==> src/rtl/core/nfaer_pkg.sv <==
package nfaer_pkg;

	// Default table geometry.
	localparam int MAX_STATES_DEF  = 16;
	localparam int MAX_SYMBOLS_DEF = 4;

	// Field and register widths.
	localparam int MODE_W    = 3;
	localparam int NS_W      = 5;
	localparam int NA_W      = 3;
	localparam int CFG_W     = 5;
	localparam int CFG_IDX_W = 1;

	// Item operation codes.
	localparam logic [MODE_W-1:0] MODE_CLEAR   = 3'd0;
	localparam logic [MODE_W-1:0] MODE_ADD_SYM = 3'd1;
	localparam logic [MODE_W-1:0] MODE_ADD_EPS = 3'd2;
	localparam logic [MODE_W-1:0] MODE_FINAL   = 3'd3;
	localparam logic [MODE_W-1:0] MODE_COMPUTE = 3'd4;
	localparam logic [MODE_W-1:0] MODE_QUERY   = 3'd5;

	// Configuration register indexes.
	localparam logic [CFG_IDX_W-1:0] CFG_NUM_STATES  = 1'd0;
	localparam logic [CFG_IDX_W-1:0] CFG_NUM_SYMBOLS = 1'd1;

	// Commands from the controller to the datapath.
	typedef struct packed {
		logic load;
		logic clear_tables;
		logic sym_wr;
		logic eps_wr;
		logic fin_wr;
		logic set_err;
		logic q_capture;
		logic warsh_init;
		logic warsh_step;
		logic fin_prop;
		logic acc_clr;
		logic reach_issue;
		logic clos_step;
		logic res_write;
		logic sym_next;
		logic done_compute;
		logic out_load;
	} nfaer_cmd_t;

	// Status from the datapath to the controller.
	typedef struct packed {
		logic [MODE_W-1:0] mode;
		logic              item_ok;
		logic              last_step;
		logic              last_sym;
	} nfaer_sts_t;

endpackage

==> src/rtl/core/nfaer_ram.sv <==
module nfaer_ram #(
	parameter int WIDTH = 16,
	parameter int DEPTH = 64
) (
	input  logic                                      clk,
	input  logic                                      we,
	input  logic [((DEPTH > 1) ? $clog2(DEPTH) : 1)-1:0] waddr,
	input  logic [WIDTH-1:0]                          wdata,
	input  logic [((DEPTH > 1) ? $clog2(DEPTH) : 1)-1:0] raddr,
	output logic [WIDTH-1:0]                          rdata
);

	logic [WIDTH-1:0] mem_q [DEPTH];

	// One write port and one registered read port.
	always_ff @(posedge clk) begin
		if (we) begin
			mem_q[waddr] <= wdata;
		end
		rdata <= mem_q[raddr];
	end

endmodule

==> src/rtl/core/nfaer_dp.sv <==
module nfaer_dp
	import nfaer_pkg::*;
#(
	parameter int MAX_STATES  = MAX_STATES_DEF,
	parameter int MAX_SYMBOLS = MAX_SYMBOLS_DEF
) (
	input  logic                                              clk,
	input  logic                                              arst_n,
	input  nfaer_cmd_t                                        cmd,
	output nfaer_sts_t                                        sts,
	input  logic                                              cfg_we,
	input  logic [CFG_IDX_W-1:0]                              cfg_index,
	input  logic [CFG_W-1:0]                                  cfg_data,
	input  logic [MODE_W-1:0]                                 mode,
	input  logic [$clog2(MAX_STATES)-1:0]                     from_state,
	input  logic [((MAX_SYMBOLS > 1) ? $clog2(MAX_SYMBOLS) : 1)-1:0] symbol,
	input  logic [$clog2(MAX_STATES)-1:0]                     to_state,
	output logic                                              status,
	output logic [MAX_STATES-1:0]                             target_mask,
	output logic [MAX_STATES-1:0]                             closure_mask,
	output logic                                              is_final
);

	localparam int SW    = $clog2(MAX_STATES);
	localparam int SYW   = (MAX_SYMBOLS > 1) ? $clog2(MAX_SYMBOLS) : 1;
	localparam int DEPTH = MAX_STATES * MAX_SYMBOLS;
	localparam int AW    = $clog2(DEPTH);
	localparam int EW    = (NS_W > $clog2(MAX_STATES + 1)) ? NS_W : $clog2(MAX_STATES + 1);
	localparam int EWA   = (NA_W > $clog2(MAX_SYMBOLS + 1)) ? NA_W : $clog2(MAX_SYMBOLS + 1);
	localparam logic [MAX_STATES-1:0] ONE = {{(MAX_STATES - 1){1'b0}}, 1'b1};

	typedef logic [MAX_STATES-1:0] row_t;

	// Table address of one state and symbol.
	function automatic logic [AW-1:0] addr_of(input logic [SW-1:0] st,
			input logic [SYW-1:0] sy);
		addr_of = AW'(st) * AW'(MAX_SYMBOLS) + AW'(sy);
	endfunction

	// Configuration registers.
	logic [NS_W-1:0] num_states_q;
	logic [NA_W-1:0] num_symbols_q;

	always_ff @(posedge clk or negedge arst_n) begin
		if (!arst_n) begin
			num_states_q  <= NS_W'(16);
			num_symbols_q <= NA_W'(4);
		end else if (cfg_we) begin
			case (cfg_index)
				CFG_NUM_STATES:  num_states_q  <= cfg_data[NS_W-1:0];
				CFG_NUM_SYMBOLS: num_symbols_q <= cfg_data[NA_W-1:0];
				default:         ;
			endcase
		end
	end

	// Effective counts clamp to the table geometry.
	logic [EW-1:0]  ns_raw, ns_eff;
	logic [EWA-1:0] na_raw, na_eff;
	row_t           act;

	assign ns_raw = EW'(num_states_q);
	assign na_raw = EWA'(num_symbols_q);
	assign ns_eff = (ns_raw > EW'(MAX_STATES)) ? EW'(MAX_STATES) : ns_raw;
	assign na_eff = (na_raw > EWA'(MAX_SYMBOLS)) ? EWA'(MAX_SYMBOLS) : na_raw;

	// Latched item.
	logic [MODE_W-1:0] mode_q;
	logic [SW-1:0]     from_q, to_q;
	logic [SYW-1:0]    sym_q;

	always_ff @(posedge clk) begin
		if (cmd.load) begin
			mode_q <= mode;
			from_q <= from_state;
			sym_q  <= symbol;
			to_q   <= to_state;
		end
	end

	// Range check of the latched item for its operation.
	logic from_ok, to_ok, sym_ok, item_ok;

	assign from_ok = EW'(from_q) < ns_eff;
	assign to_ok   = EW'(to_q) < ns_eff;
	assign sym_ok  = EWA'(sym_q) < na_eff;

	always_comb begin
		case (mode_q)
			MODE_CLEAR:   item_ok = 1'b1;
			MODE_ADD_SYM: item_ok = from_ok & to_ok & sym_ok;
			MODE_ADD_EPS: item_ok = from_ok & to_ok;
			MODE_FINAL:   item_ok = from_ok;
			MODE_COMPUTE: item_ok = 1'b1;
			MODE_QUERY:   item_ok = from_ok & sym_ok;
			default:      item_ok = 1'b0;
		endcase
	end

	// Row and symbol counters for the compute passes.
	logic [SW-1:0]  step_q;
	logic [SYW-1:0] symc_q;
	logic           last_step, last_sym, symc_ok;
	logic           step_adv;

	assign last_step = (step_q == SW'(MAX_STATES - 1));
	assign last_sym  = (symc_q == SYW'(MAX_SYMBOLS - 1));
	assign symc_ok   = EWA'(symc_q) < na_eff;
	assign step_adv  = cmd.warsh_step | cmd.reach_issue | cmd.clos_step | cmd.res_write;

	always_ff @(posedge clk or negedge arst_n) begin
		if (!arst_n) begin
			step_q <= '0;
			symc_q <= '0;
		end else begin
			if (cmd.warsh_init) begin
				step_q <= '0;
			end else if (step_adv) begin
				step_q <= last_step ? '0 : step_q + SW'(1);
			end
			if (cmd.warsh_init) begin
				symc_q <= '0;
			end else if (cmd.sym_next) begin
				symc_q <= symc_q + SYW'(1);
			end
		end
	end

	assign sts.mode      = mode_q;
	assign sts.item_ok   = item_ok;
	assign sts.last_step = last_step;
	assign sts.last_sym  = last_sym;

	// Symbol move table with one valid bit per entry.
	logic [AW-1:0]    item_addr, cnt_addr, sym_raddr;
	row_t             sym_rdata, sym_wdata, res_rdata;
	logic [DEPTH-1:0] sym_vld_q;
	logic             sym_vrd_q;
	row_t             sym_cur;

	assign item_addr = addr_of(from_q, sym_q);
	assign cnt_addr  = addr_of(step_q, symc_q);
	assign sym_raddr = cmd.reach_issue ? cnt_addr : item_addr;
	assign sym_cur   = sym_rdata & {MAX_STATES{sym_vrd_q}};
	assign sym_wdata = sym_cur | (ONE << to_q);

	nfaer_ram #(
		.WIDTH (MAX_STATES),
		.DEPTH (DEPTH)
	) u_sym_ram (
		.clk   (clk),
		.we    (cmd.sym_wr),
		.waddr (item_addr),
		.wdata (sym_wdata),
		.raddr (sym_raddr),
		.rdata (sym_rdata)
	);

	always_ff @(posedge clk or negedge arst_n) begin
		if (!arst_n) begin
			sym_vld_q <= '0;
			sym_vrd_q <= 1'b0;
		end else begin
			if (cmd.clear_tables) begin
				sym_vld_q <= '0;
			end else if (cmd.sym_wr) begin
				sym_vld_q[item_addr] <= 1'b1;
			end
			sym_vrd_q <= sym_vld_q[sym_raddr];
		end
	end

	// Result move table; queries read it only after a full compute.
	row_t res_q [MAX_STATES];
	logic computed_q;

	nfaer_ram #(
		.WIDTH (MAX_STATES),
		.DEPTH (DEPTH)
	) u_res_ram (
		.clk   (clk),
		.we    (cmd.res_write),
		.waddr (cnt_addr),
		.wdata (res_q[0]),
		.raddr (item_addr),
		.rdata (res_rdata)
	);

	always_ff @(posedge clk or negedge arst_n) begin
		if (!arst_n) begin
			computed_q <= 1'b0;
		end else if (cmd.clear_tables) begin
			computed_q <= 1'b0;
		end else if (cmd.done_compute) begin
			computed_q <= 1'b1;
		end
	end

	// Reach stage: symbol table data arrives in the cycle after the row is issued.
	logic          rv_s1;
	logic [SW-1:0] rk_s1;
	row_t          reach_data;

	always_ff @(posedge clk or negedge arst_n) begin
		if (!arst_n) begin
			rv_s1 <= 1'b0;
		end else begin
			rv_s1 <= cmd.reach_issue;
		end
	end

	always_ff @(posedge clk) begin
		if (cmd.reach_issue) begin
			rk_s1 <= step_q;
		end
	end

	assign reach_data = sym_cur & act & {MAX_STATES{symc_ok}};

	// Per-state cells: epsilon row, closure row, reach and result accumulators.
	row_t eps_q   [MAX_STATES];
	row_t cl_q    [MAX_STATES];
	row_t upd     [MAX_STATES];
	row_t reach_q [MAX_STATES];
	row_t fin_q;
	row_t fin_new;

	genvar g;
	generate
		for (g = 0; g < MAX_STATES; g++) begin : g_cell
			localparam int   NXT    = (g + 1) % MAX_STATES;
			localparam row_t ROW_ID = ONE << g;

			assign act[g] = EW'(g) < ns_eff;

			// Warshall update against the pivot row held in cell zero.
			assign upd[g] = cl_q[g][step_q] ? (cl_q[g] | cl_q[0]) : cl_q[g];

			// Final flag after propagation through the closure.
			assign fin_new[g] = act[g] ? |(cl_q[g] & fin_q & act) : fin_q[g];

			// Epsilon moves out of this state.
			always_ff @(posedge clk or negedge arst_n) begin
				if (!arst_n) begin
					eps_q[g] <= '0;
				end else if (cmd.clear_tables) begin
					eps_q[g] <= '0;
				end else if (cmd.eps_wr && from_q == SW'(g)) begin
					eps_q[g] <= eps_q[g] | (ONE << to_q);
				end
			end

			// Closure rows rotate by one cell per step so the pivot sits in cell zero.
			always_ff @(posedge clk or negedge arst_n) begin
				if (!arst_n) begin
					cl_q[g] <= '0;
				end else if (cmd.clear_tables) begin
					cl_q[g] <= '0;
				end else if (cmd.warsh_init) begin
					cl_q[g] <= act[g] ? ((eps_q[g] & act) | ROW_ID) : '0;
				end else if (cmd.warsh_step) begin
					cl_q[g] <= upd[NXT];
				end else if (cmd.clos_step) begin
					cl_q[g] <= cl_q[NXT];
				end
			end

			// Targets reachable on the current symbol from this state's closure.
			always_ff @(posedge clk) begin
				if (cmd.acc_clr) begin
					reach_q[g] <= '0;
				end else if (rv_s1 && cl_q[g][rk_s1]) begin
					reach_q[g] <= reach_q[g] | reach_data;
				end
			end

			// Closure of the reached set, then shifted out toward the table.
			always_ff @(posedge clk) begin
				if (cmd.acc_clr) begin
					res_q[g] <= '0;
				end else if (cmd.clos_step) begin
					if (reach_q[g][step_q]) begin
						res_q[g] <= res_q[g] | cl_q[0];
					end
				end else if (cmd.res_write) begin
					if (g == MAX_STATES - 1) begin
						res_q[g] <= '0;
					end else begin
						res_q[g] <= res_q[NXT];
					end
				end
			end
		end
	endgenerate

	// Final flags.
	always_ff @(posedge clk or negedge arst_n) begin
		if (!arst_n) begin
			fin_q <= '0;
		end else if (cmd.clear_tables) begin
			fin_q <= '0;
		end else if (cmd.fin_wr) begin
			fin_q <= fin_q | (ONE << from_q);
		end else if (cmd.fin_prop) begin
			fin_q <= fin_new;
		end
	end

	// Result of the item being worked on.
	logic rslt_status_q, rslt_fin_q;
	row_t rslt_tgt_q, rslt_cl_q;

	always_ff @(posedge clk) begin
		if (cmd.load) begin
			rslt_status_q <= 1'b0;
			rslt_tgt_q    <= '0;
			rslt_cl_q     <= '0;
			rslt_fin_q    <= 1'b0;
		end else if (cmd.set_err) begin
			rslt_status_q <= 1'b1;
		end else if (cmd.q_capture) begin
			rslt_tgt_q <= computed_q ? res_rdata : '0;
			rslt_cl_q  <= cl_q[from_q];
			rslt_fin_q <= fin_q[from_q];
		end
	end

	// Output register.
	always_ff @(posedge clk) begin
		if (cmd.out_load) begin
			status       <= rslt_status_q;
			target_mask  <= rslt_tgt_q;
			closure_mask <= rslt_cl_q;
			is_final     <= rslt_fin_q;
		end
	end

endmodule

==> config.mk <==
export PLATFORM = sky130hd
export DESIGN_NAME = nfaer_dp
export DESIGN_NICKNAME = d
export VERILOG_FILES = /design/src/rtl/core/nfaer_pkg.sv /design/src/rtl/core/nfaer_ram.sv /design/src/rtl/core/nfaer_dp.sv
export SDC_FILE = /design/constraint.sdc
export NUM_CORES = 2
export LEC_CHECK = 0
export BUFFER_PORTS_ARGS = -buffer_cell sky130_fd_sc_hd__buf_2
export CAP_MARGIN = 20
export CELL_PAD_IN_SITES_DETAIL_PLACEMENT = 0
export CELL_PAD_IN_SITES_GLOBAL_PLACEMENT = 2
export CORE_MARGIN = 2
export CORE_UTILIZATION = 43
export DETAILED_ROUTE_END_ITERATION = 16
export PLACE_DENSITY = 0.79
export SYNTH_ARGS = -nofsm -noshare
export SYNTH_HDL_FRONTEND = slang
export SYNTH_HIERARCHICAL = 1
export SYNTH_SLANG_ARGS = --single-unit
export TNS_END_PERCENT = 20
==> constraint.sdc <==
create_clock -name clk -period 4.2 [get_ports clk]
set_input_delay 0.21 -clock clk [delete_from_list [all_inputs] [get_ports clk]]
set_output_delay 0.21 -clock clk [all_outputs]
set_load 0.1 [all_outputs]
Word level (Yosys, flattened, before mapping)
Memory sizes are Yosys's and may differ from the RTL's. A register that Yosys moved wholly into a read port is not among the register bits.
Cells that the tools add are included.
{"block": "op_classes", "n_lt_le_gt_ge": 29, "n_shift": 2, "bitwise": 175, "div": 0, "eq_ne": 22, "n_mul": 0, "addsub": 4, "reduce_logical": 109, "muxes": 435}
{"op": "16-bit 2-to-1 mux", "n": 182}
{"op": "16-bit bitwise OR", "n": 66}
{"op": "16-bit AND", "n": 50}
{"op": "16-bit OR reduction", "n": 16}
{"op": "1-bit binary-select mux with 4-bit select", "n": 49}
{"op": "1-bit 2-to-1 mux", "n": 190}
{"op": "64-bit 2-to-1 mux", "n": 2}
{"op": "16-bit binary-select mux with 4-bit select", "n": 1}
{"op": "64-bit bitwise OR", "n": 1}
{"op": "1-bit bitwise OR", "n": 51}
{"op": "3-bit nonzero test", "n": 17}
{"op": "4-bit by 5-bit less-than comparator with 1-bit output, first input constant", "n": 8}
{"op": "2-bit nonzero test", "n": 20}
{"op": "2-bit AND reduction", "n": 19}
{"op": "4-bit equality test, second input constant", "n": 9}
{"op": "1-bit logical AND", "n": 33}
{"op": "1-bit by 4-bit << shifter with 16-bit output, first input constant", "n": 2}
{"op": "3-bit by 5-bit less-than comparator with 1-bit output, first input constant", "n": 4}
{"op": "4-bit by 3-bit equality test with 1-bit output, second input constant", "n": 4}
{"op": "15-bit AND", "n": 1}
{"op": "4-bit by 5-bit less-than comparator with 1-bit output, second input constant", "n": 3}
{"op": "6-bit by 7-bit less-than comparator with 1-bit output, second input constant", "n": 2}
{"op": "6-bit by 2-bit adder with 6-bit output", "n": 2}
{"op": "4-bit 2-to-1 mux", "n": 3}
{"op": "30 further kinds", "n": 41}
{"block": "word_totals", "out_inout_bits": 40, "reg_bits": 694, "latchBits": 0, "mem_count": 4, "mem_bits_rw": 2560, "wordCells": 849, "romBits": 0, "inputBits": 39}
{"memory": "u_res_ram.mem_q", "words": 64, "word_bits": 16, "rd": 1, "rd_clocked_by_memory_dff": 1, "wr": 1, "line": "nfaer_ram.sv:13", "rtl": "logic [WIDTH-1:0] mem_q [DEPTH];"}
{"memory": "u_sym_ram.mem_q", "words": 64, "word_bits": 16, "rd": 1, "rd_clocked_by_memory_dff": 1, "wr": 1, "line": "nfaer_ram.sv:13"}
{"memory": "reach_q", "words": 16, "word_bits": 16, "rd": 16, "rd_clocked_by_memory_dff": 0, "wr": 16, "line": "nfaer_dp.sv:224", "rtl": "row_t reach_q [MAX_STATES];"}
{"memory": "res_q", "words": 16, "word_bits": 16, "rd": 16, "rd_clocked_by_memory_dff": 0, "wr": 16, "line": "nfaer_dp.sv:174", "rtl": "row_t res_q [MAX_STATES];"}

Logic depth before layout (Yosys ltp)
{"block": "depth", "depth_word": 9, "ltp_mapped": 16, "ltp_nobuf": 8}

Hierarchy
The synthesis kept the hierarchy.
{"mod": "nfaer_dp", "instances": 1, "cells_each": 5792, "seq_area_each_um2": 32428.6, "area_per_inst_um2": 60570.6}
{"mod": "nfaer_ram (u_sym_ram)", "instances": 1, "cells_each": 1829, "seq_area_each_um2": 31069.8, "area_per_inst_um2": 40039.7}
{"mod": "nfaer_ram (u_res_ram)", "instances": 1, "cells_each": 1814, "seq_area_each_um2": 31069.8, "area_per_inst_um2": 39885.8}

Least setup slack after synthesis
Ideal clock, no wire load.
{"block": "synth_path", "path_kind": "reg-to-reg", "start": "register to_q[3]", "end": "memory u_sym_ram.mem_q[0][3], data pin", "required_time_ns": 3.498, "setup_ns": 0.702, "n_path_buf": 0, "path_stages_with_launch": 3, "path_slack_ns": 0.253, "synth_period_minus_slack_ns": 3.947, "arrival_time_ns": 3.245, "path_cell_list": "edfxtp_1 -> nand2b_1 -> o21ai_0"}
{"block": "synth_via", "elab_chain_len": 2}
{"item": "from (decl)", "line": "nfaer_dp.sv:69", "rtl": "logic [SW-1:0] from_q, to_q;"}
{"item": "from (signal assigned)", "line": "nfaer_dp.sv:77", "rtl": "to_q <= to_state;"}
{"item": "1-bit by 4-bit << shifter with 16-bit output", "line": "nfaer_dp.sv:145", "rtl": "assign sym_wdata = sym_cur | (ONE << to_q);"}
{"item": "16-bit bitwise OR", "line": "nfaer_dp.sv:145"}
{"item": "via sym_wdata[3]", "line": "nfaer_dp.sv:136", "rtl": "row_t sym_rdata, sym_wdata, res_rdata;"}
{"item": "to (decl)", "line": "nfaer_ram.sv:13"}
The timed path passes the listed nets, and every way through them passes these cells.

==> results.yml <==
status:
  outcome: "finished, violations left"
  violations: "negative hold slack"
cells_and_area:
  nFillCells: 27200
  area_growth_pct: 13.4
  fin_nets: 9744
  multi_input_area_um2: 42800
  final-seq-area_um2: 94600
  drive_above_1_share_pct: 20.4
floorplan:
  io_pins: 79
  core-area_um2: 325000
  die_w_um: 576
  die_y_um: 576
  initial_core_util_pct: 43.3
  die_area_um2: 331000
  rows: 209
run:
  max_cap_violations: 0
setup_path:
  cp_data_arrival_time_ns: 3.74
  startpoint_type: "flop"
  reg2reg_depth: 5
  cp-startpoint: "ns_raw[4]"
  r2r_start: "from_q[2]"
  criticalPathCategory: "reg2out"
  cp.required_ns: 3.99
  cp-end-kind: "output pin"
  path_max_fanout: 15
logic_synthesis:
  async_flop_share_pct: 18.1
  yosys_most_used_dff: "edfxtp_1"
  ys_ff_latch: 3270
  synthCells: 9435
  seq_area_frac_synth_pct: 67.3
  synth.distinct_cells: 83
  avgSynthCellArea_um2: 14.9
  syn-cell-area_um2: 140000
  synth_edf_count: 2611
  syn-num-nets: 9484
  ys_warn_count: 6
pwr:
  peakVddDrop_mv: 0.413
  power.leakage_nw: 55.5
  power.density_nw_per_um2: 483
sta:
  period_share_pct: 94.1
  maxSlewHeadroom_pct: 17.0
  fmax_mhz: 253
  whs_ns: -0.0247
  tns_ns: 0
  setup_viol: 0
  finClkSkew_ns: 0.0709
  rsz0062_at_grt: "no"
  timing_hold_violations_final: 1
  worst_pin_slew_ns: 1.24
  min_period_ns: 3.95
  fin_ws_ns: 0.250
  slew_viol_final: 0
global_routing:
  grt_max_degree: 141
  antenna_found_initial: 27
  first_global_vias: 88100
  grt_overflow_total: 0
  grtUsageTotal_pct: 28.6
  grt_pass1_wl_mm: 677
routing:
  first_iter_violations: 12600
  wl_mm: 479
  first_pass_iters: 9
  vias_per_cell: 6.31
  vias: 90400
  drt.antenna.violating_nets: 0
  drc_errors: 0
  wl_per_cell_um: 33.4
place:
  portBuffers: 78
  gp_congestion: 1.01
  hpwlAfterDp_mm: 304
  pre_cts_ws_ns: 0.310
cts:
  clk_path_buf_depth: 4
  cts_root_buf: "clkbuf_16"
  clock_sinks: 3270
  cts_tree: "done"
  clkTransAtPathRegs_ns: 0.06
  h-tree-depth: 5
  clk_latency_ns: 0.96
  numCtsBuffers: 348
min_path:
  hold_path_class: "in2async"
==> final timing paths <==
kind	end	slack, ns
worst max-delay path	sts[2]	0.25
worst min-delay path	eps_q[246]	-0.02
worst max register to register	u_res_ram/rdata[14]	0.31
worst min register to register	closure_mask[13]	0.43
max in group asynchronous	cl_q[123]	2.85
min in group clk	from_q[3]	0.08
==> power by group <==
group	internal (mW)	switching (mW)
sequential	36.5	0.979
clock	17.6	13.1
combinational	2.75	6.08
total	56.9	20.2
==> metal layers <==
metal	global-route usage, %	vias to the layer above	wire length, um	share of wire, %
met5	0.201	-	205	0.043
met4	13.2	24	25800	5.4
met3	6.83	1133	49900	10
met2	43.0	5218	214000	45
met1	39.4	47000	189000	39
li1	-	37000	-	-
==> metrics by stage <==
step                hold slack (ns)  power (mW)  cells  utilization, %  cell area [um^2]
finish                      -0.0247        77.0  14300            49.1            159000
global route                 0.0482        79.1  14300            49.1            159000
CTS                          0.0153        77.4  14300            49.1            159000
detailed placement            0.389        46.8  13600            45.5            148000
global placement              0.369        46.6  13600            45.4            147000
floorplan                   -0.0856        42.7   9435               -            140000
==> layout make-up <==
cell class                 instances  share of cell area (%)
antenna                            8                  0.0126
clock inverter                   204                    1.20
clock buffer                     438                    5.89
timing repair buffer             621                    3.24
sequential                      3270                    59.4
multi-input combinational       5437                    26.9
tap                             4325                    3.40
inverter                          17                  0.0550
==> worst max-delay path, cell delays in order (launching register included) <==
cell        delay [ns]
dfstp_2           0.82
clkinvlp_4        0.27
nand2_1           0.14
ha_1              0.25
a21oi_1           0.23
nor4_1            0.09
nor4b_1           0.36
o22ai_2           0.20
o21ai_1           0.20
buf_12            0.21
==> synth_stat cells (104+ instances only) <==
library cell  count  area (um^2)
a211o_1         106          928
a21oi_1         619         3100
a22o_1          104          911
a22oi_1         184         1380
a31oi_1         116          726
clkbuf_1        484         1820
dfrtp_1         591        14800
edfxtp_1       2611        78400
mux2i_1         199         1990
mux4_2          770        17300
nand2_1         757         2840
nor2_1         1385         5200
o21ai_0         116          581
o21ai_1         307         1540
==> layout by cell type (no fill, tap or decap), drive strengths merged, types with 31 or more instances in the layout <==
cell	n
nor2	1388
nand2	759
o21ai	423
a22o	104
a211o	106
a211oi	60
a221oi	73
dfrtp	591
a21oi	619
edfxtp	2611
dlygate4sd3	46
clkinv	151
a22oi	184
nand2b	38
mux2	66
nor2b	81
mux4	774
a31oi	116
a21o	31
clkbuf	440
and2	36
nand3	97
mux2i	200
nor3	42
buf	573
dfxtp	66
==> cell families (layout without fill, tap and decap cells) <==
family / after synthesis / after routing / share of synthesized area, %
flip-flops: 3270 / 3270 / 67.3
AND/OR/NAND/NOR: 2544 / 2544 / 7.47
AO/OA/AOI/OAI: 1841 / 1841 / 8.25
multiplexers: 1040 / 1040 / 14.4
buffers and inverters: 728 / 1280 / 2.49
adder cells (fa/ha/maj): 10 / 10 / 0.0891
XOR/XNOR: 2 / 2 / 0.0125
other: 0 / 8 / 0
==> state kept, by name, summed over array words and instances (netlist names), 64 cells and up <==
signal,flops
u_res_ram/mem_q,1024
u_sym_ram/mem_q,1024
cl_q,256
reach_q,256
res_q,256
eps_q,240
sym_vld_q,64
==> repair_timing <==
action / CTS / global route
hold buffers: 46 / 0
buffers inserted: 0 / 1
resized for setup: 1 / 1
hold endpoints to repair: 329 / 0
setup endpoints to repair: 1 / 1
No activity file was read; power rests on OpenSTA's default activity.
