**config.mk**
```make
export PLATFORM = sky130hd
export DESIGN_NAME = nfaer_ctrl
export DESIGN_NICKNAME = d
export VERILOG_FILES = /design/src/rtl/core/nfaer_pkg.sv /design/src/rtl/core/nfaer_ctrl.sv
export SDC_FILE = /design/constraint.sdc
export NUM_CORES = 1
export LEC_CHECK = 0
export BUFFER_PORTS_ARGS = -buffer_cell sky130_fd_sc_hd__buf_2
export CAP_MARGIN = 10
export CORE_MARGIN = 4
export CORE_UTILIZATION = 39
export DETAILED_ROUTE_END_ITERATION = 12
export HOLD_SLACK_MARGIN = 0.02
export PLACE_DENSITY = 0.77
export SLEW_MARGIN = 20
export SYNTH_ARGS = -nofsm -noshare
export SYNTH_HDL_FRONTEND = slang
export SYNTH_SLANG_ARGS = --single-unit
```
**constraint.sdc**
```tcl
create_clock -name clk -period 1.66 [get_ports clk]
set_input_delay 0.498 -clock clk [delete_from_list [all_inputs] [get_ports clk]]
set_output_delay 0.498 -clock clk [all_outputs]
set_load 0.02 [all_outputs]
```
**src/rtl/core/nfaer_pkg.sv**
```systemverilog
package nfaer_pkg;

	// Default table geometry.
	localparam int MAX_STATES_DEF  = 16;
	localparam int MAX_SYMBOLS_DEF = 4;

	// Field and register widths.
	localparam int MODE_W    = 3;
	localparam int NS_W      = 5;
	localparam int NA_W      = 3;
	localparam int CFG_W     = 5;
	localparam int CFG_IDX_W = 1;

	// Item operation codes.
	localparam logic [MODE_W-1:0] MODE_CLEAR   = 3'd0;
	localparam logic [MODE_W-1:0] MODE_ADD_SYM = 3'd1;
	localparam logic [MODE_W-1:0] MODE_ADD_EPS = 3'd2;
	localparam logic [MODE_W-1:0] MODE_FINAL   = 3'd3;
	localparam logic [MODE_W-1:0] MODE_COMPUTE = 3'd4;
	localparam logic [MODE_W-1:0] MODE_QUERY   = 3'd5;

	// Configuration register indexes.
	localparam logic [CFG_IDX_W-1:0] CFG_NUM_STATES  = 1'd0;
	localparam logic [CFG_IDX_W-1:0] CFG_NUM_SYMBOLS = 1'd1;

	// Commands from the controller to the datapath.
	typedef struct packed {
		logic load;
		logic clear_tables;
		logic sym_wr;
		logic eps_wr;
		logic fin_wr;
		logic set_err;
		logic q_capture;
		logic warsh_init;
		logic warsh_step;
		logic fin_prop;
		logic acc_clr;
		logic reach_issue;
		logic clos_step;
		logic res_write;
		logic sym_next;
		logic done_compute;
		logic out_load;
	} nfaer_cmd_t;

	// Status from the datapath to the controller.
	typedef struct packed {
		logic [MODE_W-1:0] mode;
		logic              item_ok;
		logic              last_step;
		logic              last_sym;
	} nfaer_sts_t;

endpackage

```
**src/rtl/core/nfaer_ctrl.sv**
```systemverilog
module nfaer_ctrl
	import nfaer_pkg::*;
(
	input  logic       clk,
	input  logic       arst_n,
	input  logic       in_valid,
	output logic       in_stall,
	output logic       out_valid,
	input  logic       out_stall,
	output nfaer_cmd_t cmd,
	input  nfaer_sts_t sts
);

	localparam logic [3:0] ST_IDLE      = 4'd0;
	localparam logic [3:0] ST_DECODE    = 4'd1;
	localparam logic [3:0] ST_SYM_WR    = 4'd2;
	localparam logic [3:0] ST_QUERY     = 4'd3;
	localparam logic [3:0] ST_WARSH     = 4'd4;
	localparam logic [3:0] ST_FPROP     = 4'd5;
	localparam logic [3:0] ST_REACH     = 4'd6;
	localparam logic [3:0] ST_REACH_END = 4'd7;
	localparam logic [3:0] ST_CLOS      = 4'd8;
	localparam logic [3:0] ST_WRITE     = 4'd9;
	localparam logic [3:0] ST_FIN       = 4'd10;

	logic [3:0] state_q;
	logic [3:0] state_d;
	logic       out_valid_q;

	assign in_stall  = (state_q != ST_IDLE);
	assign out_valid = out_valid_q;

	// Next state and command decode.
	always_comb begin
		state_d = state_q;
		cmd     = '0;
		case (state_q)
			ST_IDLE: begin
				if (in_valid) begin
					cmd.load = 1'b1;
					state_d  = ST_DECODE;
				end
			end
			ST_DECODE: begin
				state_d = ST_FIN;
				if (!sts.item_ok) begin
					cmd.set_err = 1'b1;
				end else begin
					case (sts.mode)
						MODE_CLEAR:   cmd.clear_tables = 1'b1;
						MODE_ADD_SYM: state_d = ST_SYM_WR;
						MODE_ADD_EPS: cmd.eps_wr = 1'b1;
						MODE_FINAL:   cmd.fin_wr = 1'b1;
						MODE_COMPUTE: begin
							cmd.warsh_init = 1'b1;
							state_d        = ST_WARSH;
						end
						MODE_QUERY:   state_d = ST_QUERY;
						default:      cmd.set_err = 1'b1;
					endcase
				end
			end
			ST_SYM_WR: begin
				cmd.sym_wr = 1'b1;
				state_d    = ST_FIN;
			end
			ST_QUERY: begin
				cmd.q_capture = 1'b1;
				state_d       = ST_FIN;
			end
			ST_WARSH: begin
				cmd.warsh_step = 1'b1;
				if (sts.last_step) begin
					state_d = ST_FPROP;
				end
			end
			ST_FPROP: begin
				cmd.fin_prop = 1'b1;
				cmd.acc_clr  = 1'b1;
				state_d      = ST_REACH;
			end
			ST_REACH: begin
				cmd.reach_issue = 1'b1;
				if (sts.last_step) begin
					state_d = ST_REACH_END;
				end
			end
			ST_REACH_END: begin
				state_d = ST_CLOS;
			end
			ST_CLOS: begin
				cmd.clos_step = 1'b1;
				if (sts.last_step) begin
					state_d = ST_WRITE;
				end
			end
			ST_WRITE: begin
				cmd.res_write = 1'b1;
				if (sts.last_step) begin
					if (sts.last_sym) begin
						cmd.done_compute = 1'b1;
						state_d          = ST_FIN;
					end else begin
						cmd.sym_next = 1'b1;
						cmd.acc_clr  = 1'b1;
						state_d      = ST_REACH;
					end
				end
			end
			ST_FIN: begin
				if (!(out_valid_q && out_stall)) begin
					cmd.out_load = 1'b1;
					state_d      = ST_IDLE;
				end
			end
			default: begin
				state_d = ST_IDLE;
			end
		endcase
	end

	// State register and output valid flag.
	always_ff @(posedge clk or negedge arst_n) begin
		if (!arst_n) begin
			state_q     <= ST_IDLE;
			out_valid_q <= 1'b0;
		end else begin
			state_q     <= state_d;
			out_valid_q <= cmd.out_load | (out_valid_q & out_stall);
		end
	end

	// An accepted item always starts work.
	a_accept_starts: assert property (@(posedge clk) disable iff (!arst_n)
		(in_valid && !in_stall) |=> (state_q == ST_DECODE))
		else $error("accepted item did not start decode");

	// A waiting result is never overwritten.
	a_no_overwrite: assert property (@(posedge clk) disable iff (!arst_n)
		cmd.out_load |-> !(out_valid_q && out_stall))
		else $error("result loaded over a stalled result");

	// A finished item reaches the output once it is free.
	a_fin_delivers: assert property (@(posedge clk) disable iff (!arst_n)
		(state_q == ST_FIN && !(out_valid_q && out_stall)) |=>
		(out_valid_q && state_q == ST_IDLE))
		else $error("finished item not delivered");

	// Compute ends only on the last row of the last symbol.
	a_compute_end: assert property (@(posedge clk) disable iff (!arst_n)
		cmd.done_compute |-> (sts.last_step && sts.last_sym))
		else $error("compute ended before the last row and symbol");

endmodule

```
======== After elaboration in Yosys (flattened, before gate mapping) ========
Index checks and enable logic that the tools add are counted.
word-level totals
  bits in registers ....................... 5
cells by class
  multiplexer cells ....................... 38
  equal/unequal tests ..................... 21
  reductions and logical operators ........ 7
  bitwise logic cells ..................... 2
operators with widths
  operator                                             count
  one-hot mux 4 bit (10 select lines)                  1
  two-way mux 4 bit                                    8
  two-way mux 1 bit                                    23
  equality test 4 x 3 -> 1 bit, second input constant  4
  equality test 4 bit, second input constant           3
  inequality test 2 bit, second input constant         6
  one-hot mux 4 bit (3 select lines)                   1
  equality test 4 x 2 -> 1 bit, second input constant  2
  equality test 3 x 2 -> 1 bit, second input constant  2
  equality test 3 bit, second input constant           2
  two-way mux 3 bit                                    2
  AND reduction 6 bit                                  1
  OR reduction 6 bit                                   1
  equality test 4 x 1 -> 1 bit, second input constant  1
  logical NOT 4 bit                                    1
  two-way mux 2 bit                                    2
  nonzero test 4 bit                                   1
  equality test 3 x 1 -> 1 bit, second input constant  1
  logical NOT 3 bit                                    1
  one-hot mux 1 bit (2 select lines)                   1
  OR reduction 2 bit                                   1
  bitwise AND 1 bit                                    1
  logical AND 1 bit                                    1
  bitwise OR 1 bit                                     1

======== Longest topological paths before layout ========
Gate-level depths: netlist of the first run.
  depth after elaboration ................. 5
  mapped depth ............................ 6
  gate-level depth less buffers ........... 4

======== Least setup slack after synthesis of the first run ========
Ideal clock, no wire load.
  path kind ............................... register -> output
  start point ............................. reg state_q[1]
  end point ............................... out cmd[13] (netlist bit)
  path slack .............................. -0.623 ns
  cell stages (with the launch flop) ...... 7
  path buffers ............................ 2
  arrival time ............................ 1.785 ns
  path through ............................ dfrtp_1 -> buf_6 -> inv_2 -> nand2_2 -> or3_1 -> clkbuf_1 -> nor4_1
RTL lines
  item                    line               RTL
  from (decl)             nfaer_ctrl.sv:26   logic [3:0] state_q;
  from (signal assigned)  nfaer_ctrl.sv:128  state_q <= state_d;
  to (decl)               nfaer_ctrl.sv:10   output nfaer_cmd_t cmd,

==> key figures, run 1 <==
Power and ir drop
  – Power per cell area: 1780 nW/um2
  – Total power: 2.24 mW
  – LEAKAGE: 0.560 nW
  – Maximum vdd drop: 1010 uV

Logic synthesis
  – Flops & latches, synth: 5
  – Syn Inst Count: 74
  – Cell taking the most area after synthesis: dfrtp_1
  – Top post-synthesis cells by area: dfrtp_1, nor3_1, nand2_1, nor2_1, nand2b_1
  – Post-synth top area share: 0.222
  – Synth Warn #: 0
  – Post-synthesis area per instance: 7.61 um2
  – Post-synth cell types: 37
  – Syn_nets: 84
  – Sequential area share after synthesis: 0.222
  – Synth Cell Area: 563 um2

STA
  – Final period util: 1.28
  – Final Hold Viols: 0
  – Final setup fails: 22
  – Clock skew: 17.2 ps
  – Slew Viols, Final: 0
  – Fmax: 472 MHz
  – RSZ-0062 raised after global routing: yes
  – Setup slack after layout: -459 ps
  – Worst hold slack: 46.5 ps
  – Worst-Margin Slew: 487 ps
  – Fin crit period: 2120 ps
  – Slew Limit Headroom: 0.676

Route
  – DRT antenna net count: 0
  – Post-Route WL: 3470 um
  – DRT iter0 DRCs: 51
  – Vias per cell: 6.51
  – DRC: 0
  – Vias: 951
  – DR pass1 iterations: 4
  – WL/cell: 23.7 um

Critical path
  – Worst-path fanout max: 7
  – Worst path required time: 1160 ps
  – Crit end category: output port
  – Reg2Reg Depth: 7
  – Startpoint Class: flop
  – WP data arrival: 1620 ps
  – Crit Path Class: flop to output port

Global route
  – Global Route Usage Sum: 0.316
  – First-pass GRT wire length: 4660 um
  – Vias in the first global route: 902
  – Initial antenna violation count: 0
  – Grt total ovfl: 0
  – Largest net degree at the start of global routing: 17

Clock network
  – Clock Tree Buf Depth: 2
  – Clk_lat worst skew: 260 ps
  – CTS buffer count: 3
  – CTS tree: yes
  – Hold-fix buffers, CTS: 0
  – Clock Tree Root: clkbuf_4
  – H-tree depth: 1
  – Num Clock Sinks: 5
  – Worst-path clk slew: 60 ps

Final layout
  – Diodes inserted: 0
  – Fillers: 42
  – Area delta synth->final: 124%
  – # nets final: 142
  – Share of cells above drive strength 1: 0.710
  – Non-filler cells, final: 146

Placed design
  – Dpl hpwl: 1320 um
  – Dpl cells: 126
  – Port buffer count: 28
  – GPL Wtd Cong: 0.768

Hold path
  – Hold Path Class: input port to async pin

Outcome
  – Outcome: finished, violations left
  – Failing checks: negative setup slack

Die
  – Core area: 1330 um2
  – Initial core utilization: 0.422
  – Die Span Y: 46.0 um
  – Die ar.: 2120 um2
  – # rows: 13
  – Num ports: 29
  – Chip width: 46.0 um

Job
  – # Max-Cap Violations: 0
-- Yosys cell counts --
| cell | count |
|---|---|
| o22ai_4 | 1 |
| nor4_1 | 2 |
| or2_1 | 2 |
| nor2b_1 | 1 |
| nand2_1 | 9 |
| nor2_1 | 7 |
| nand4bb_1 | 1 |
| inv_2 | 1 |
| nand2b_1 | 4 |
| dfrtp_1 | 5 |
| o32ai_2 | 1 |
| a21o_1 | 1 |
| buf_2 | 1 |
| o22ai_1 | 2 |
| and4bb_2 | 1 |
| nor3b_1 | 1 |
| clkbuf_1 | 3 |
| and3_1 | 2 |
| o31a_1 | 1 |
| nor3_1 | 7 |
| nand2_2 | 1 |
| o32ai_1 | 2 |
| or3_1 | 1 |
| nand4bb_2 | 1 |
| a21oi_1 | 2 |
| a21boi_0 | 1 |
| o311ai_0 | 1 |
| o211ai_1 | 1 |
| or2b_2 | 1 |
| nor2_2 | 1 |
| nand4_1 | 1 |
| a31o_1 | 1 |
| or4_4 | 1 |
| or4_1 | 1 |
| inv_1 | 2 |
| o21ai_0 | 2 |
| buf_6 | 1 |
-- layout make-up --
cell class	count	area [um2]	area share
Tap cell	15	18.8	0.0149
Clock buffer	4	26.3	0.0208
Sequential cell	5	125	0.0992
Inverter	3	13.8	0.0109
Multi-Input combinational cell	61	579	0.459
Timing Repair Buffer	58	498	0.395
-- report_power, final --
| group | switching (mW) | internal, mW |
|---|---|---|
| clock | 0.0668 | 0.0920 |
| sequential | 0.0618 | 0.178 |
| combinational | 0.954 | 0.889 |
| total | 1.08 | 1.16 |
-- path summary, 6_finish.rpt --
kind	startpoint	to	slack, ps
max in group asynchronous	arst_n	state_q[1]	1450
worst max register to register	state_q[2]	state_q[0]	-390
worst max-delay path	state_q[2]	cmd[16]	-460
worst min register to register	out_valid	out_valid	680
worst min-delay path	arst_n	state_q[2]	50
min in group clk	out_stall	out_valid	600
-- per-stage QoR --
stage                      util  TNS (ps)  area (um2)  setup WS [ps]
final                     0.946     -7400        1260           -459
after global routing      0.946     -7970        1260           -478
after CTS                 0.886     -6250        1180           -388
after detailed placement  0.647     -2740         863           -281
after global placement    0.647     -2330         863           -252
after floorplan               -     -1940         637           -348
-- what timing repair did --
item / in CTS / in global routing
resized for setup: 49 / 17
endpoints found under the hold margin: 0 / 0
buffers inserted: 16 / 2
pin swaps: 10 / 7
endpoints found under the setup margin: 22 / 22
-- registers in the layout (all words and copies together), names as in the netlist --
signal and flops:
state_q 4, out_valid 1
-- cells in the final DEF (no fill, tap or decap), types with 2 or more instances in the layout --
cell / netlist / routed
nor3_4: 0 / 3
nor2_1: 7 / 2
inv_1: 2 / 2
buf_2: 1 / 11
nand2_1: 9 / 7
o32ai_2: 1 / 2
clkbuf_4: 0 / 3
or2_1: 2 / 2
buf_6: 1 / 22
or4_4: 1 / 2
nor4_4: 0 / 2
nand2b_4: 0 / 2
nor3_2: 0 / 2
nand2b_1: 4 / 2
a21oi_2: 0 / 2
o21ai_0: 2 / 2
nor3_1: 7 / 2
nand2_2: 1 / 3
dfrtp_1: 5 / 5
buf_4: 0 / 24
nor2_4: 0 / 5
-- per-layer routing --
layer | share of wire | GRT usage | wire (um)
met1 | 0.33 | 0.347 | 1160
met2 | 0.51 | 0.549 | 1780
met5 | 0 | 0 | 0
met3 | 0.098 | 0.103 | 340
met4 | 0.055 | 0.131 | 189
-- worst max-delay path, cell delays in order, from the launching register on --
cell and delay, ps:
dfrtp_1 410, buf_6 150, or4_4 580, nor2_4 110, buf_6 120
-- kinds of logic (layout without fill, tap and decap cells) --
group           after synthesis  count (layout)  synth area share
buf+inv                       8              65            0.0689
flops                         5               5             0.222
compound gates               16              16             0.240
simple gates                 45              45             0.469
Power figures use the tool's default switching activity.
==> run 2: changes to the inputs <==
- CORE_UTILIZATION: 39 -> 43
- PLACE_DENSITY: 0.77 -> 0.8
- clock period: 1.66 -> 2.4 ns (I/O delays scaled with it)
==> run 2 against run 1 <==
The run now ends clean. Global-route usage decreased by 15 points. Sequential cell count unchanged. Critical path depth unchanged. Combinational power decreased by 65%. First-iteration DRC count decreased by 80%. Clock skew decreased by 4.9 ps. Die area decreased by 7.7%. Critical path type unchanged. Largest power group unchanged. Highest routed layer is now met3.
==> key figures, run 2 (synthesis gave the netlist of run 1 again) <==
Die
  – Num ports: 29 (unchanged)
  – # rows: 12 (-1)
  – Core area: 1170 um2 (-12%)
  – Die Span Y: 44.2 um (-3.9%)
  – Chip width: 44.2 um (-3.9%)
  – Initial core utilization: 0.481 (+0.0586)
  – Die ar.: 1950 um2 (-7.7%)

Route
  – Vias per cell: 5.49 (-16%)
  – DR pass1 iterations: 4 (unchanged)
  – DRC: 0 (unchanged)
  – WL/cell: 12.6 um (-47%)
  – Vias: 664 (-30%)
  – DRT iter0 DRCs: 10 (-80%)
  – Post-Route WL: 1530 um (-56%)
  – DRT antenna net count: 0 (unchanged)

STA
  – Fin crit period: 2360 ps
  – Slew Limit Headroom: 0.733 (+0.0571)
  – Clock skew: 12.3 ps (-4.92 ps)
  – Worst-Margin Slew: 401 ps (-85.7 ps)
  – Final setup fails: 0 (-100%)
  – Fmax: 423 MHz
  – Final Hold Viols: 0 (unchanged)
  – Slew Viols, Final: 0 (unchanged)
  – Worst hold slack: 273 ps (+227 ps)
  – Final period util: 0.985

Critical path
  – Reg-to-Reg End: state_q[0]
  – Worst-path fanout max: 8 (+1)
  – WP data arrival: 1640 ps (+20 ps)
  – Crit end category: output port
  – Startpoint Class: flop
  – R2R setup slack: 500 ps (+890 ps)
  – Reg2Reg Depth: 6 (-1)
  – Reg-to-reg startpoint: state_q[2]
  – Worst path required time: 1680 ps (+520 ps)
  – Crit Path Class: flop to output port

Hold path
  – Hold Path Class: input port to async pin

Clock network
  – Worst-path clk slew: 50 ps (about the same)
  – CTS tree: yes
  – Clock Tree Root: clkbuf_4
  – Hold-fix buffers, CTS: 0 (unchanged)
  – Clock Tree Buf Depth: 2 (unchanged)
  – Num Clock Sinks: 5 (unchanged)
  – Clk_lat worst skew: 250 ps (about the same)
  – CTS buffer count: 3 (unchanged)
  – H-tree depth: 1 (unchanged)

Global route
  – Initial antenna violation count: 0 (unchanged)
  – Largest net degree at the start of global routing: 12 (-5)
  – First-pass GRT wire length: 2480 um (-47%)
  – Global Route Usage Sum: 0.166 (-0.150)
  – Grt total ovfl: 0 (unchanged)
  – Vias in the first global route: 593 (-34%)

Final layout
  – FF+latch area: 128 um2 (+2.0%)
  – Area delta synth->final: 41.8%
  – Most frequent cells in the layout: buf_2, nand2_1, nor3_1
  – Diodes inserted: 0 (unchanged)
  – Largest register FFs: 4 (unchanged)
  – Multi-input gate area: 424 um2 (-27%)
  – Most common cell after layout, fill and taps aside: buf_2
  – Final core utilization: 0.682 (-0.264)
  – Share of cells above drive strength 1: 0.486 (-0.224)
  – Fillers: 111 (+160%)
  – Most flops, register: state_q
  – # nets final: 118 (-17%)

Placed design
  – Dpl hpwl: 1170 um (-12%)
  – GPL Wtd Cong: 0.832 (+8.4%)
  – Port buffer count: 28 (unchanged)

Power and ir drop
  – Power per cell area: 1150 nW/um2 (-35%)
  – Maximum vdd drop: 627 uV (-38%)
  – LEAKAGE: 0.384 nW (-31%)

Outcome
  – Outcome: complete, no violations

Job
  – # Max-Cap Violations: 0 (unchanged)
-- run 2: cell count changes in the layout (fill, tap and decap cells not counted), sizes merged --
cell,change
buf,-24
-- run 2: what timing repair did --
item,CTS,global route
gates resized for setup,0,9
endpoints found under the setup margin,0,5
setup buffers,0,1
-- run 2: where the power goes --
group | switching [mW] | internal, mW
Combinational | 0.360 | 0.283
Clock | 0.0358 | 0.0629
Sequential | 0.0484 | 0.126
-- run 2: worst max path at each step --
stage / from / end / slack, ps / cells after the start
2_1_floorplan: state_q[1] / cmd[13] / -110 / 6
3_3_place_gp: sts[4] / cmd[9] / 290 / 4
3_5_place_dp: state_q[1] / cmd[16] / 290 / 4
4_1_cts: state_q[3] / cmd[15] / 20 / 3
5_1_grt: state_q[2] / cmd[16] / -7 / 4
6_report: state_q[2] / cmd[16] / 40 / 4
-- run 2: metal layers --
metal	global-route usage	vias to the layer above	routed length (um)
met4	0.0422	0	0
met5	0	-	0
met2	0.279	20	764
met3	0.0691	0	108
met1	0.195	300	656
li1	-	344	-
-- run 2: through the flow --
step	instances	setup TNS, ps	power [mW]	setup slack (ps)	instance area (um2)
floorplan	74	-211	0.611	-105	563
global placement	116	0	0.767	295	731
detailed placement	116	0	0.773	289	731
CTS	120	0	0.880	22.1	757
global route	121	-14.9	0.993	-6.62	798
finish	121	0	0.916	36.7	798
-- run 2: cell type report --
cell class	count	area share
Tap cell	14	0.0219
Inverter	3	0.0141
Sequential cell	5	0.160
Clock buffer	4	0.0329
Multi-Input combinational cell	61	0.531
Timing Repair Buffer	34	0.240
-- run 2: worst max-delay path, cell delays in order (launching register included) --
cell and delay, ps:
dfrtp_2 440, buf_4 170, or4_4 560, nor2_4 100
buf_6 120
==> run 3: changes to the inputs <==
- ABC_AREA: not set -> 1
==> run 3 against run 2 <==
Total power is essentially flat. Sequential power grew 7%. Cell area shrank 4.7%. Critical endpoint is now cmd[13]. Largest power group unchanged.
==> key figures, run 3 <==
Outcome
  – Outcome: complete, no violations

Final layout
  – Most frequent cells in the layout: nand2_1, buf_2, inv_1
  – Most common cell after layout, fill and taps aside: nand2_1
  – Diodes inserted: 0 (unchanged)
  – Largest register FFs: 4 (unchanged)
  – # nets final: 145 (+23%)
  – Share of cells above drive strength 1: 0.403 (-0.0830)
  – Fillers: 109 (-1.8%)
  – Area delta synth->final: 33.3%
  – Most flops, register: state_q
  – Non-filler cells, final: 148 (+22%)

Critical path
  – Slowest cell on crit path: dfrtp_1
  – Worst-path fanout max: 7 (-1)
  – Crit Path Class: flop to output port
  – Crit end category: output port
  – WP data arrival: 1550 ps (-90 ps)
  – Crit-path cells: inv_1 > nand2_1 > nor2_4 > nand3_1 > nor3_2 > buf_2
  – Worst path top cell family by delay: simple AND/OR/NAND/NOR gates
  – Delay of the slowest critical-path stage: 450 ps (-110 ps)
  – Worst path required time: 1680 ps (about the same)
  – WP depth: 6 (+2)
  – Startpoint Class: flop
  – CP Buf/Inv Count: 2 (unchanged)
  – Reg2Reg Depth: 7 (+1)

Route
  – DRT antenna net count: 0 (unchanged)
  – DRC: 0 (unchanged)
  – DR pass1 iterations: 4 (unchanged)
  – Vias: 712 (+7.2%)
  – Vias per cell: 4.81 (-12%)
  – WL/cell: 9.84 um (-22%)
  – Post-Route WL: 1460 um (-4.7%)
  – DRT iter0 DRCs: 9 (-1)

STA
  – Worst hold slack: 282 ps (+9.35 ps)
  – Final setup fails: 0 (unchanged)
  – Slew Viols, Final: 0 (unchanged)
  – RSZ-0062 raised after global routing: no
  – Fin crit period: 2270 ps (-92.5 ps)
  – Final Hold Viols: 0 (unchanged)
  – Worst-Margin Slew: 259 ps (-142 ps)
  – Setup slack after layout: 129 ps (+92.5 ps)
  – Fmax: 440 MHz (+4.1%)
  – Slew Limit Headroom: 0.827 (+0.0947)
  – Clock skew: 2.47 ps (-9.79 ps)
  – Final period util: 0.946 (-0.0385)
  – Setup TNS: 0 ps (unchanged)

Clock network
  – Clock Tree Root: clkbuf_4
  – Hold-fix buffers, CTS: 0 (unchanged)
  – CTS buffer count: 3 (unchanged)
  – Clock Tree Buf Depth: 2 (unchanged)
  – Clk_lat worst skew: 240 ps (about the same)
  – CTS tree: yes
  – Num Clock Sinks: 5 (unchanged)
  – Worst-path clk slew: 40 ps (about the same)
  – H-tree depth: 1 (unchanged)

Logic synthesis
  – Top post-synthesis cells by area: dfrtp_1, nand2_1, inv_1, nor2_1, nand2_2
  – Most common cell in the netlist: nand2_1
  – Synth Area in Simple Gates: 0.601 (+0.132)
  – Post-synthesis area per instance: 5.59 um2 (-26%)
  – Syn_nets: 112 (+33%)
  – Synthesized-area fraction occupied by adder cells: 0 (unchanged)
  – Sequential area share after synthesis: 0.219 (-0.00292)
  – Synth Area in XOR/XNOR: 0 (unchanged)
  – Post-synth EDFFs: 0 (unchanged)
  – Post-synth top area share: 0.219 (-0.00292)
  – Mux cell area share after synthesis: 0 (unchanged)
  – Flops & latches, synth: 5 (unchanged)
  – Synth top cells by count: nand2_1, inv_1, nor2_1, nand3_1
  – Largest family of logic cells by synthesized area: simple AND/OR/NAND/NOR gates
  – Cell taking the most area after synthesis: dfrtp_1
  – Synth Cell Area: 571 um2 (+1.3%)
  – FFs w/ async S/R, synth: 1.00 (unchanged)
  – Post-synth cell types: 17 (-54%)
  – Ys flop type: dfrtp_1
  – Area fraction in compound gates after synthesis: 0.0351 (-0.205)
  – Synth Warn #: 0 (unchanged)
  – Syn Inst Count: 102 (+38%)

Placed design
  – Dpl hpwl: 1280 um (+9.4%)
  – Dpl ws: 297 ps (+7.36 ps)
  – GPL Wtd Cong: 0.776 (-6.7%)
  – Port buffer count: 28 (unchanged)
  – Dpl cells: 144 (+24%)

Die
  – # rows: 12 (unchanged)
  – Num ports: 29 (unchanged)
  – Chip width: 44.4 um (+0.54%)
  – Die Span Y: 44.4 um (+0.54%)
  – Die ar.: 1970 um2 (+1.1%)
  – Core area: 1170 um2 (unchanged)
  – Initial core utilization: 0.487 (+0.00641)

Hold path
  – Hold Path Class: input port to async pin

Global route
  – First-pass GRT wire length: 2430 um (-2.3%)
  – Grt total ovfl: 0 (unchanged)
  – Vias in the first global route: 624 (+5.2%)
  – Largest net degree at the start of global routing: 8 (-4)
  – Initial antenna violation count: 0 (unchanged)
  – Global Route Usage Sum: 0.162 (-0.00458)

Power and ir drop
  – LEAKAGE: 0.490 nW (+28%)
  – Maximum vdd drop: 661 uV (+5.4%)
  – Power per cell area: 1200 nW/um2 (+4.9%)

Job
  – # Max-Cap Violations: 0 (unchanged)
[run 3: metal layers]
layer	up-vias	global-route usage	routed length (um)
li1	373	-	-
met4	0	0.0361	0
met3	0	0.0366	84
met1	318	0.218	684
met2	21	0.262	688
met5	-	0	0
[run 3: repair_timing]
item,4_1_cts,5_1_grt
buffers inserted,0,0
endpoints found under the setup margin,0,2
endpoints found under the hold margin,0,0
gates resized for setup,0,2
[run 3: logic make-up (layout without fill, tap and decap cells)]
logic type	Yosys count	after routing
buffers and inverters	22	54
flip-flops	5	5
AND/OR/NAND/NOR	72	72
AO/OA/AOI/OAI	3	3
[run 3: power by group]
part           internal (mW)  total, mW  switching [mW]
Sequential             0.128      0.188          0.0598
Combinational          0.205      0.632           0.427
Clock                 0.0627     0.0955          0.0327
[run 3: area by class of cell]
cell class,count,area (um2),area share
tap,14,17.5,0.0230
multi-input combinational,75,368,0.484
clock buffer,4,26.3,0.0345
sequential,5,126,0.166
timing repair buffer,28,140,0.184
inverter,22,82.6,0.109
[run 3: through the flow]
step / instance area (um2) / utilization / total power, mW
3_3_place_gp: 728 / 0.622 / 0.795
2_1_floorplan: 571 / - / 0.650
4_1_cts: 754 / 0.644 / 0.912
5_1_grt: 761 / 0.650 / 1.00
3_5_place_dp: 728 / 0.622 / 0.812
6_report: 761 / 0.650 / 0.916
[run 3: path summary, 6_finish.rpt]
| check | from | endpoint | slack [ps] |
|---|---|---|---|
| setup / recovery | state_q[1] | cmd[13] | 130 |
| hold / removal | arst_n | state_q[0] | 280 |
| setup reg to reg | state_q[1] | state_q[2] | 1180 |
| hold reg to reg | out_valid | out_valid | 500 |
| max in group asynchronous | arst_n | state_q[3] | 1980 |
| min in group clk | out_valid | out_valid | 500 |
[run 3: worst reg2reg max path: stages, from the launching register on]
cell and delay (ps):
dfrtp_1 450, nor2_2 240, nand3_1 110, nand2_2 110, inv_1 50, nand2_2 80, nand2_1 50, nand2_1 60
